$ cat src/mucn_pkg.sv
`timescale 1ns / 1ps
// ----------------------------------------------------------------------------
// Package for the mesh unit-cube normalizer.
// Shared widths, action and status codes, and the point store word.
// ----------------------------------------------------------------------------
package mucn_pkg;

  localparam int MAX_POINTS     = 4096;
  localparam int ADDR_W         = $clog2(MAX_POINTS);
  localparam int CNT_W          = $clog2(MAX_POINTS + 1);
  localparam int COORD_W        = 32;
  localparam int EXT_W          = COORD_W + 1;
  localparam int SUM_W          = COORD_W + ADDR_W;
  localparam int NUM_W          = CNT_W + EXT_W;
  localparam int OUT_W          = 18;
  localparam int OUT_FRAC       = 16;
  localparam int Q_W            = OUT_FRAC + 3;
  localparam int STEPS          = OUT_FRAC + 2;
  localparam int STEP_W         = $clog2(STEPS + 1);
  localparam int DEF_COORD_FRAC = 16;

  typedef enum logic [1:0] {
    ACT_LOAD  = 2'd0,
    ACT_READ  = 2'd1,
    ACT_MEAN  = 2'd2,
    ACT_CLEAR = 2'd3
  } action_t;

  localparam logic [1:0] STATUS_OK        = 2'd0;
  localparam logic [1:0] STATUS_FULL      = 2'd1;
  localparam logic [1:0] STATUS_BAD_INDEX = 2'd2;

  typedef struct packed {
    logic signed [COORD_W-1:0] x;
    logic signed [COORD_W-1:0] y;
    logic signed [COORD_W-1:0] z;
  } point_t;

endpackage

$ cat src/mucn_div.sv
`timescale 1ns / 1ps
// ----------------------------------------------------------------------------
// Restoring divider.
// Returns round(num * 2^17 / den) - 2^16 with num clamped to den, one
// quotient bit per cycle.
// ----------------------------------------------------------------------------
module mucn_div
  import mucn_pkg::*;
(
  input  logic                    clk,
  input  logic                    rst,
  input  logic                    start,
  input  logic [NUM_W-1:0]        num,
  input  logic [NUM_W-1:0]        den,
  output logic                    done,
  output logic signed [OUT_W-1:0] quot
);

  logic              busy;
  logic [NUM_W-1:0]  rem;
  logic [NUM_W-1:0]  den_q;
  logic [Q_W-1:0]    q;
  logic [STEP_W-1:0] step;
  logic [NUM_W:0]    rem_sh;
  logic              take;
  logic [NUM_W:0]    rem_sub;
  logic [Q_W:0]      q_round;

  assign rem_sh  = {rem, 1'b0};
  assign take    = (rem_sh >= {1'b0, den_q}) && (den_q != '0);
  assign rem_sub = rem_sh - {1'b0, den_q};
  assign q_round = ({1'b0, q} + (Q_W + 1)'(1)) >> 1;
  assign quot    = OUT_W'(q_round - ((Q_W + 1)'(1) << OUT_FRAC));

  always_ff @(posedge clk) begin
    if (rst) begin
      busy <= 1'b0;
      done <= 1'b0;
    end else begin
      done <= 1'b0;
      if (start) begin
        busy  <= 1'b1;
        step  <= '0;
        den_q <= den;
        rem   <= '0;
        if (den == '0) begin
          q <= '0;
        end else if (num >= den) begin
          q <= Q_W'(1);
        end else begin
          q   <= '0;
          rem <= num;
        end
      end else if (busy) begin
        rem  <= take ? rem_sub[NUM_W-1:0] : rem_sh[NUM_W-1:0];
        q    <= {q[Q_W-2:0], take};
        step <= step + STEP_W'(1);
        if (step == STEP_W'(STEPS - 1)) begin
          busy <= 1'b0;
          done <= 1'b1;
        end
      end
    end
  end

endmodule

$ cat config.mk
export PLATFORM = sky130hd
export DESIGN_NAME = mucn_div
export DESIGN_NICKNAME = d
export VERILOG_FILES = /design/src/mucn_pkg.sv /design/src/mucn_div.sv
export SDC_FILE = /design/constraint.sdc
export NUM_CORES = 1
export LEC_CHECK = 0
export BUFFER_PORTS_ARGS = -buffer_cell sky130_fd_sc_hd__buf_2
export CORE_MARGIN = 3
export CORE_UTILIZATION = 45
export DETAILED_ROUTE_END_ITERATION = 16
export GPL_TIMING_DRIVEN = 0
export SYNTH_ARGS = -nofsm -noshare
export SYNTH_HDL_FRONTEND = slang
export SYNTH_SLANG_ARGS = --single-unit
$ cat constraint.sdc
create_clock -name clk -period 6.3 [get_ports clk]
set_clock_uncertainty 0.2 [all_clocks]
set_input_delay 0.63 -clock clk [delete_from_list [all_inputs] [get_ports clk]]
set_output_delay 0.63 -clock clk [all_outputs]
set_load 0.03 [all_outputs]
* After elaboration in Yosys (flattened, before gate mapping) *
Index checks and enable logic that the tools add are counted.

word-level totals
  register bits = 118
  input bits = 95
  output and inout port bits = 19
  logic and storage cells = 36

operators by class
  add/subtract/negate cells = 4
  order comparisons = 2
  eq/ne operators = 1
  multiplexer cells = 14
  bitwise logic cells = 2
  reductions and logical operators = 7

operator list
  kind                    number
  $mux 46                 5
  $ge 47x46->1            1
  $ge 46x46->1            1
  $logic_not 46->1        1
  $reduce_bool 46->1      1
  $sub 46x46->46          1
  $mux 19                 2
  $add 19x1->19 const B   1
  $sub 18x17->18 const B  1
  $mux 1                  6
  $add 5x1->5 const B     1
  $eq 5x5->1 const B      1
  $mux 5                  1
  $reduce_and 2->1        2
  $reduce_or 3->1         1
  $not 1->1               2
  $reduce_bool 2->1       1
  $logic_and 1x1->1       1

* Longest topological paths before layout *
Gate-level depths: netlist (run 1).

  word-level depth = 5
  depth in mapped cells = 13
  gate-level depth less buffers = 12

* Worst setup path before layout (run 1) *
OpenSTA, ideal clock, no wires.

  path kind = in2reg
  from = in start
  to = reg q[0], enable pin
  setup time = 500 ps
  data arrival time = 4,217 ps
  required time = 5,600 ps
  path slack = 1,383 ps
  cell stages on the path = 4
  path buffers = 2
  cell sequence = clkbuf_1 > clkbuf_1 > nor2_1 > nor2_1

on the way
  longest elaborated chain between the ends = 2

ends and longest elaborated chain
  item                                line            text
  from (decl)                         mucn_div.sv:12  input logic start,
  $reduce_bool 2->1 (no source line)  --
  $reduce_and 2->1 (no source line)   --
  to (signal assigned)                mucn_div.sv:56  q <= {q[Q_W-2:0], take};
  to (decl)                           mucn_div.sv:22  logic [Q_W-1:0] q;

Every way passes these cells.
A chain may end at the register's enable or synchronous reset.

* Worst setup path after layout (run 1) *
  from = in den[43]
  to = reg rem[28], data pin

on the way
  longest elaborated chain between the ends = 4
  elaborated cells on any way between the ends = 5
  classes of those cells = 1 x order compare; 3 x mux; 1 x reduce/logical

ends and longest elaborated chain
  item                  line            text
  from (decl)           mucn_div.sv:14  input logic [NUM_W-1:0] den,
  $ge 46x46->1          mucn_div.sv:48  end else if (num >= den) begin
  $mux 46               mucn_div.sv:48
  $mux 46 (*)           mucn_div.sv:46  if (den == '0) begin
  $mux 46 (*)           mucn_div.sv:41  if (start) begin
  to (signal assigned)  mucn_div.sv:52  rem <= num;
  to (signal assigned)  mucn_div.sv:55  rem <= take ? rem_sub[NUM_W-1:0] : rem_sh[NUM_W-1:0];
  to (decl)             mucn_div.sv:20  logic [NUM_W-1:0] rem;

Mark *: on every way between the ends. The rest lies on a longest branch, timed or not.

==> run summary, run 1 <==
PwrDens: 258 nW/um^2
Setup Buffers After CTS: 0
P_leak: 4.75 nW
Crit path arrival time: 4650 ps
RSZ-0062 raised after global routing: false
DR vias: 7,779
Pint: 1.81 mW
CP bufs+invs: 3
R2r startpoint: den_q[22]
Crit start category: input port
Data required time at the worst endpoint: 6370 ps
DRT Wirelength: 27,800 um
Vias in the first global route: 7,674
Crit path cell chain: buf_2, inv_1, ha_1, a21o_1, a21o_1, a21oi_1, o21ai_0, a2111oi_0, o311ai_0, a21oi_2, clkbuf_1, nand2_1, o21ai_1
Num CTS Buffers: 17
Cells after Synth: 953
Final ANT Viol Nets: 0
Combinational Power Share: 33.2%
Die X: 148 um
Layout cells sized above 1: 15.4%
H-tree levels: 4
Root Buffer: clkbuf_16
Hold slack: 220 ps
Core region area: 19,700 sq um
Setup crit end kind: flop
Initial core utilization: 46.4%
GRT Util Overall: 25.7%
CTS sink cnt: 118
Asr flop ratio synth: 0%
Clock power share: 30.0%
Max Slew Vio Count: 0
Crit Path Max Fanout: 10
Post-synthesis net count: 1,144
Hold Path Origin: den[20]
DR iter-0 viols: 611
Family with the most delay on the worst path: compound AO/OA/AOI/OAI gates
Sequential share of the synthesized area: 38.7%
Initial antenna violation count: 0
Number of fill cells: 1,883
DP HPWL: 22,100 um
Most used cell, CP: a21o_1
Height of the die: 148 um
Psw: 925 uW
Largest family of logic cells by synthesized area: compound AO/OA/AOI/OAI gates
Met1 Use GR: 34.0%
Grt met2 use: 42.6%
Largest net degree at the start of global routing: 28
Setup-failing EPs final: 0
Status: finished, final reports clean
Die ar.: 22,000 sq um
GRT Residual Overflow: 0
Slowest stage cell, crit path: a2111oi_0
Slew headroom: 18.7%
Area growth, synth to finish: 16.4%
Final core occ: 54.0%
CTS Hold Buffers Added: 0
YS warnings: 0
GR Util met3: 4.84%
Cell area after synthesis: 9110 sq um
First-pass GRT wire length: 43,100 um
Cts repair resizes: 0
Avg WL per Cell: 20.4 um
Switching Share: 33.8%
Global route hottest layer: met2
Maximum capacitance violations: 0
Final Critical Period: 4580 ps
Commonest non-fill, non-tap cell in the layout: buf_2
VDD IR max: 0.200 mV
Seq pwr share: 36.8%
# nets final: 1,280
Period utilization: 72.7%
Vias per cell: 5.71
Clock Latency Late Sink: 420 ps
Worst Hold Class: input port to flop
I/O Buffers: 113
DR DRC count: 0
Clk slew on worst S/H paths: 50 ps
Initial DRT Pass Iterations: 6
Most frequent cells in the layout: 124 x buf_2, 116 x edfxtp_1, 104 x inv_1
CTS tree: yes
Post-Synth XOR/XNOR Area: 5.96%
Mux cell area share after synthesis: 2.76%
Synth Area per Inst: 9.56 sq um
Synth Area in Adders: 13.3%
Complex-gate fraction of the synthesized area: 17.8%
Crit path from: den[43]
Unique masters post-synth: 70
Crit path kind: input port to flop
FP Rows: 51
Top_reg_cell synth: edfxtp_1
Synthesis-stage register bit count: 118
Worst slew pin tran: 1190 ps
Hold Vio Cnt, Final: 0
Routability Congestion: 0.915
Slowest stage delay, CP: 1040 ps
I/O pin cnt: 114
Clk buf depth: 2
Simple-gate share of the synthesized area: 15.7%
Diode count: 0
Fmax: 0.218 GHz
Post-synth EDFFs: 116
[stage by stage]
| step | instance area [sq um] | power, mW | cells | setup TNS, ps | setup slack [ps] |
|---|---|---|---|---|---|
| 4_1_cts | 10600 | 2.73 | 1362 | 0 | 1700 |
| 3_5_place_dp | 10100 | 1.92 | 1335 | 0 | 1280 |
| 6_report | 10600 | 2.73 | 1362 | 0 | 1720 |
| 3_3_place_gp | 10000 | 1.90 | 1331 | -74730 | -1060 |
| 2_1_floorplan | 9110 | 1.65 | 953 | 0 | 1380 |
| 5_1_grt | 10600 | 2.88 | 1362 | 0 | 1420 |
[state kept, by name (all words and copies together), names as in the netlist]
signal / count
done: 1
rem: 46
q: 19
step: 5
busy: 1
den_q: 46
[power groups by stage]
stage	Sequential, mW	Clock (mW)	Combinational (mW)
floorplan	1.01	0	0.643
global placement	1.03	0	0.877
detailed placement	1.02	0	0.895
CTS	1.01	0.825	0.902
global route	1.02	0.861	1.01
finish	1.01	0.820	0.908
[Yosys cell counts (4+ instances only)]
cell type	count	area [sq um]
nor2b_1	25	156
xnor2_1	38	333
a21o_1	41	308
o21ai_0	23	115
nor3_1	10	50.1
o21a_1	10	75.1
buf_2	11	55.1
clkbuf_1	13	48.8
nor2_1	45	169
o31a_1	4	35.0
a21oi_1	45	225
nand2_1	79	297
o2111ai_1	4	35.0
o21bai_1	6	45.0
o221ai_1	8	70.1
a31oi_1	7	43.8
and3_1	8	50.1
and2_1	4	25.0
nor3b_1	5	37.5
ha_1	95	1190
mux2i_1	24	240
edfxtp_1	116	3480
nand3_1	27	135
and4_1	5	43.8
nor4_1	26	163
nand4_1	25	156
xor2_1	24	210
a221o_1	5	50.1
a211oi_1	10	75.1
inv_1	104	390
a22oi_1	11	82.6
nand2b_1	6	37.5
o21ai_1	36	180
[area by class of cell]
| cell class | count | area [sq um] | area share (%) |
|---|---|---|---|
| Clock buffer | 19 | 433 | 4.08 |
| Sequential cell | 118 | 3520 | 33.2 |
| Tap cell | 265 | 332 | 3.13 |
| Multi-Input combinational cell | 701 | 5070 | 47.8 |
| Timing Repair Buffer | 117 | 676 | 6.37 |
| Inverter | 105 | 394 | 3.72 |
| Buffer | 29 | 138 | 1.30 |
| Clock inverter | 8 | 40.0 | 0.377 |
[path summary, 6_finish.rpt]
check	slack (ps)	endpoint	cells past startpoint
worst min-delay path	220	den_q[20]	1
worst max-delay path	1720	rem[28]	13
worst max register to register	2300	rem[35]	12
worst min register to register	280	done	1
[layer usage]
metal | vias to the layer above | part of all wire, % | routed length, um
met3 | 35 | 5.4 | 1500
met5 | - | 0 | 0
met2 | 226 | 48 | 13300
li1 | 3782 | - | -
met1 | 3736 | 44 | 12300
met4 | 0 | 2.4 | 672
[cells by family after synthesis]
kind of cell / count (synthesis)
XOR/XNOR: 62
AO/OA/AOI/OAI: 239
multiplexers: 25
flip-flops: 118
AND/OR/NAND/NOR: 279
buffers and inverters: 134
adder cells (fa/ha/maj): 96
No activity file was read; power rests on OpenSTA's default activity.
==> run 2, diff against run 1 <==
--- a/config.mk
+++ b/config.mk
@@ -10,6 +10,7 @@
 export CORE_UTILIZATION = 45
 export DETAILED_ROUTE_END_ITERATION = 16
 export GPL_TIMING_DRIVEN = 0
+export PLACE_DENSITY = 0.67
 export SYNTH_ARGS = -nofsm -noshare
 export SYNTH_HDL_FRONTEND = slang
 export SYNTH_SLANG_ARGS = --single-unit
==> constraint.sdc (replaced) <==
create_clock -name clk -period 4.2 [get_ports clk]
set_clock_uncertainty 0.2 [all_clocks]
set_input_delay 0.42 -clock clk [delete_from_list [all_inputs] [get_ports clk]]
set_output_delay 0.42 -clock clk [all_outputs]
set_load 0.03 [all_outputs]
==> run 2 against run 1 <==
Worst setup slack worse by 1600 ps. Critical path type unchanged. Die area stayed put. Critical path depth stayed put. Count of clock-buffer cells in the layout stayed put. Sequential power is 50% higher. Non-clock buffer count is 20 higher. Sequential cell count stayed put. Core utilization is 1.6 points higher. Combinational power is 52% higher.
==> run summary, run 2 (synthesis gave the netlist of run 1 again) <==
Die ar.: 22,000 sq um
Root Buffer: clkbuf_16
Worst slew pin tran: 1030 ps
R2r startpoint: den_q[22]
Initial core utilization: 46.4%
Diode count: 0
GRT Util Overall: 25.0%
Final core occ: 55.6%
Data required time at the worst endpoint: 4270 ps
Vias in the first global route: 7,709
DR vias: 8,037
DP Cell Count: 1,334
P_leak: 4.88 nW
I/O pin cnt: 114
GRT Residual Overflow: 0
Area growth, synth to finish: 19.8%
Final Critical Period: 4030 ps
Worst Hold Class: input port to flop
Most used cell, CP: a21o_1
Fmax: 0.248 GHz
VDD IR max: 0.314 mV
CP bufs+invs: 3
Status: finished, final reports clean
Crit path kind: input port to flop
Most frequent cells in the layout: 124 x buf_2, 116 x edfxtp_1, 104 x inv_1
Maximum capacitance violations: 0
# nets final: 1,300
Family with the most delay on the worst path: compound AO/OA/AOI/OAI gates
H-tree levels: 4
Setup-failing EPs final: 0
DR DRC count: 0
Hold Path Origin: den[34]
DP HPWL: 21,600 um
Hold path cells: 1
CTS tree: yes
Cell Area, Placed: 10,100 sq um
Period utilization: 96.0%
DR iter-0 viols: 664
First-pass GRT wire length: 42,400 um
Core region area: 19,700 sq um
CTS sink cnt: 118
Setup crit end kind: flop
Crit Path Max Fanout: 10
Crit start category: input port
Setup TNS: 0 ps
Initial DRT Pass Iterations: 5
Crit path arrival time: 4100 ps
Hold Vio Cnt, Final: 0
PwrDens: 409 nW/um^2
Slowest stage cell, crit path: a2111oi_1
I/O Buffers: 113
Overall Power: 4.46 mW
FP Rows: 51
Reg-to-reg slack, setup: 300 ps
Num CTS Buffers: 17
Max Slew Vio Count: 0
Non-filler cells, final: 1,386
Slowest stage delay, CP: 920 ps
Avg WL per Cell: 19.9 um
Height of the die: 148 um
Slew headroom: 31.0%
Vias per cell: 5.80
Fin area: 10,900 sq um
Reg2reg end: q[0]
Largest net degree at the start of global routing: 34
Hold Path End: den_q[34]
Commonest non-fill, non-tap cell in the layout: buf_2
FF-to-FF path depth: 12
Crit path cell chain: buf_2, inv_1, ha_1, a21o_1, a21o_1, a21oi_1, o21ai_0, a2111oi_1, o311ai_0, a21oi_2, clkbuf_1, nand2_1, o21ai_1
Clk buf depth: 2
Clock Latency Late Sink: 430 ps
Die X: 148 um
Routability Congestion: 0.906
Number of fill cells: 1,788
Biggest regs: den_q (46), rem (46), q (19)
Final ANT Viol Nets: 0
Initial antenna violation count: 0
DRT Wirelength: 27,600 um
Layout cells sized above 1: 15.4%
Clk slew on worst S/H paths: 60 ps
[run 2: changes by cell type in the layout (fill, tap and decap cells not counted), sizes merged]
cell         change
inv              +1
dlygate4sd3     +18
clkinv           -2
bufinv           +5
buf              +2
[run 2: layout make-up]
type	count	area (sq um)	area share (%)
Multi-Input combinational cell	701	5070	46.5
Sequential cell	118	3520	32.3
Timing Repair Buffer	137	843	7.72
Clock buffer	19	433	3.97
Inverter	105	394	3.61
Tap cell	265	332	3.04
Clock inverter	12	183	1.67
Buffer	29	138	1.26
[run 2: report_power, final]
| part | internal, mW | total, mW | switching [mW] |
|---|---|---|---|
| Combinational | 0.561 | 1.38 | 0.817 |
| Sequential | 1.44 | 1.51 | 0.0715 |
| Clock | 1.04 | 1.57 | 0.536 |
[run 2: worst max path at each step]
stage,start,end,slack [ps],cells after the start
floorplan,start,q[0],670,4
global placement,start,den_q[2],-1050,4
detailed placement,den[43],rem[29],-720,13
CTS,den[10],rem[28],30,14
global route,den[10],rem[29],-4,14
finish,den[39],rem[29],170,13
[run 2: what timing repair did]
| action | in CTS | in global routing |
|---|---|---|
| buffers inserted | 0 | 3 |
| setup endpoints to repair | 31 | 17 |
| resized for setup | 1 | 0 |
| hold buffers | 18 | 0 |
| endpoints found under the hold margin | 18 | 0 |
| pin swaps | 0 | 1 |
[run 2: metal layers]
layer | routed length, um | up-vias | GRT usage [%]
met5 | 0 | - | 0
met4 | 813 | 0 | 8.22
met3 | 1940 | 58 | 5.21
met2 | 13300 | 320 | 42.8
met1 | 11600 | 3827 | 31.8
li1 | - | 3832 | -
[run 2: per-stage QoR]
stage                     hold slack (ps)  setup WS, ps
after CTS                           0.108          27.1
final                                15.8           169
after floorplan                       258           673
after detailed placement              291          -725
after global placement                272         -1050
after global routing                 5.28         -4.10
==> run 3, diff against run 2 <==
--- a/config.mk
+++ b/config.mk
@@ -9,7 +9,7 @@
 export CORE_MARGIN = 3
 export CORE_UTILIZATION = 45
 export DETAILED_ROUTE_END_ITERATION = 16
-export GPL_TIMING_DRIVEN = 0
+export GPL_ROUTABILITY_DRIVEN = 0
 export PLACE_DENSITY = 0.67
 export SYNTH_ARGS = -nofsm -noshare
 export SYNTH_HDL_FRONTEND = slang
==> run 3 against run 2 <==
Fmax increased by 3.7%. Via count decreased by 2.7%. Count of clock-buffer cells in the layout decreased by 1. Sequential cell count unchanged. Die area unchanged. Register-to-register slack improved by 110 ps. Power decreased by 4.8%. Hold slack improved by 4.8 ps. Sequential power about the same. Critical path type unchanged. Global-route usage decreased by 0.88 points.
==> run summary, run 3 (synthesis gave the netlist of run 1 again) <==
DP HPWL: 20,500 um
I/O pin cnt: 114
R2r startpoint: rem[22]
Diode count: 0
Data required time at the worst endpoint: 4270 ps
Met1 Use GR: 31.7%
Hold path cells: 1
Clock Latency Late Sink: 430 ps
Max Slew Vio Count: 0
Worst Hold Class: input port to flop
Initial DRT Pass Iterations: 5
Num CTS Buffers: 17
Height of the die: 148 um
Crit path kind: input port to flop
Final Critical Period: 3890 ps
I/O Buffers: 113
Initial antenna violation count: 1
Hold slack: 20.6 ps
# nets final: 1,281
Hold Vio Cnt, Final: 0
DRT Wirelength: 26,400 um
Setup Buffers After CTS: 0
Setup-failing EPs final: 0
Setup TNS: 0 ps
Die ar.: 22,000 sq um
DP Cell Count: 1,318
Commonest non-fill, non-tap cell in the layout: edfxtp_1
Clk buf depth: 2
Largest net degree at the start of global routing: 72
Maximum capacitance violations: 0
Initial core utilization: 46.4%
Period utilization: 92.6%
CP endpoint: rem[29]
Register Area: 3520 sq um
Overall Power: 4.25 mW
PwrDens: 396 nW/um^2
Global route hottest layer: met2
H-tree levels: 4
Number of fill cells: 1,797
Crit path arrival time: 3960 ps
VDD IR max: 0.298 mV
CTS tree: yes
P_leak: 4.80 nW
Slew headroom: 35.2%
Area of the multi-input gates: 5080 sq um
DR vias: 7,818
DR iter-0 viols: 539
Reg-to-reg slack, setup: 410 ps
Crit Path Max Fanout: 30
Most frequent cells in the layout: 116 x edfxtp_1, 113 x buf_2, 104 x inv_1
Biggest regs: den_q (46), rem (46), q (19)
GRT Util Overall: 24.2%
CTS sink cnt: 118
Status: finished, final reports clean
RSZ-0062 raised after global routing: false
Layout cells sized above 1: 15.4%
Vias per cell: 5.72
Reg2reg end: rem[13]
Setup crit end kind: flop
Grt met2 use: 39.8%
Core region area: 19,700 sq um
Area growth, synth to finish: 17.8%
Fmax: 0.257 GHz
Non-filler cells, final: 1,366
Final ANT Viol Nets: 0
Vias in the first global route: 7,699
Crit path from: den[43]
FF-to-FF path depth: 10
GRT Residual Overflow: 0
Clk slew on worst S/H paths: 60 ps
First-pass GRT wire length: 41,500 um
Root Buffer: clkbuf_16
Crit start category: input port
Avg WL per Cell: 19.3 um
Worst slew pin tran: 971 ps
DR DRC count: 0
FP Rows: 51
GR Util met3: 4.84%
Die X: 148 um
[run 3: changes by cell type in the layout (fill, tap and decap cells not counted), moves of 2 or more]
cell	before	now
clkbuf_1	15	1
buf_2	124	113
buf_4	5	16
bufinv_16	5	2
buf_1	2	0
buf_16	2	0
clkinv_2	1	3
clkinvlp_4	0	2
[run 3: power breakdown]
group | switching, mW | internal (mW) | leakage (nW)
sequential | 0.0775 | 1.44 | 1.13
clock | 0.525 | 0.853 | 0.261
combinational | 0.794 | 0.559 | 3.41
total | 1.40 | 2.85 | 4.80
[run 3: how the worst min path moves through the flow]
stage | start | slack, ps | endpoint
6_report | den[0] | 20 | den_q[0]
5_1_grt | den[4] | 9 | den_q[4]
4_1_cts | den[4] | 0.5 | den_q[4]
3_5_place_dp | busy | 270 | done
3_3_place_gp | busy | 280 | done
2_1_floorplan | busy | 260 | done
[run 3: per-layer routing]
metal / routed length (um) / up-vias
met2: 12500 / 287
li1: - / 3791
met3: 1770 / 52
met1: 11400 / 3686
met4: 726 / 2
met5: 13 / -
[run 3: stage by stage]
step / instance area [sq um] / setup slack, ps / util [%]
after CTS: 10700 / 354 / 54.6
after global placement: 10000 / 431 / 50.9
final: 10700 / 311 / 54.6
after floorplan: 9110 / 673 / -
after global routing: 10700 / 67.5 / 54.6
after detailed placement: 10000 / 452 / 50.9
[run 3: timing repair]
action | in CTS | in global routing
hold endpoints to repair | 18 | 0
hold buffers | 18 | 0
resized for setup | 0 | 0
[run 3: area by class of cell]
cell class / count / share of cell area [%]
inverters: 105 / 3.67
clock inverters: 12 / 1.06
clock buffers: 18 / 4.00
well taps: 265 / 3.09
repair buffers: 147 / 8.06
flip-flops and latches: 118 / 32.8
multi-input cells: 701 / 47.3
[run 3: critical path: stages]
cell	delay (ps)
dlygate4sd3_1	520
buf_2	120
inv_1	40
ha_1	280
a21o_1	190
a21o_1	170
a21oi_1	140
o21ai_0	160
a2111oi_0	600
buf_4	230
o311ai_0	250
a21oi_4	200
buf_4	340
nand2_1	160
o21ai_1	110
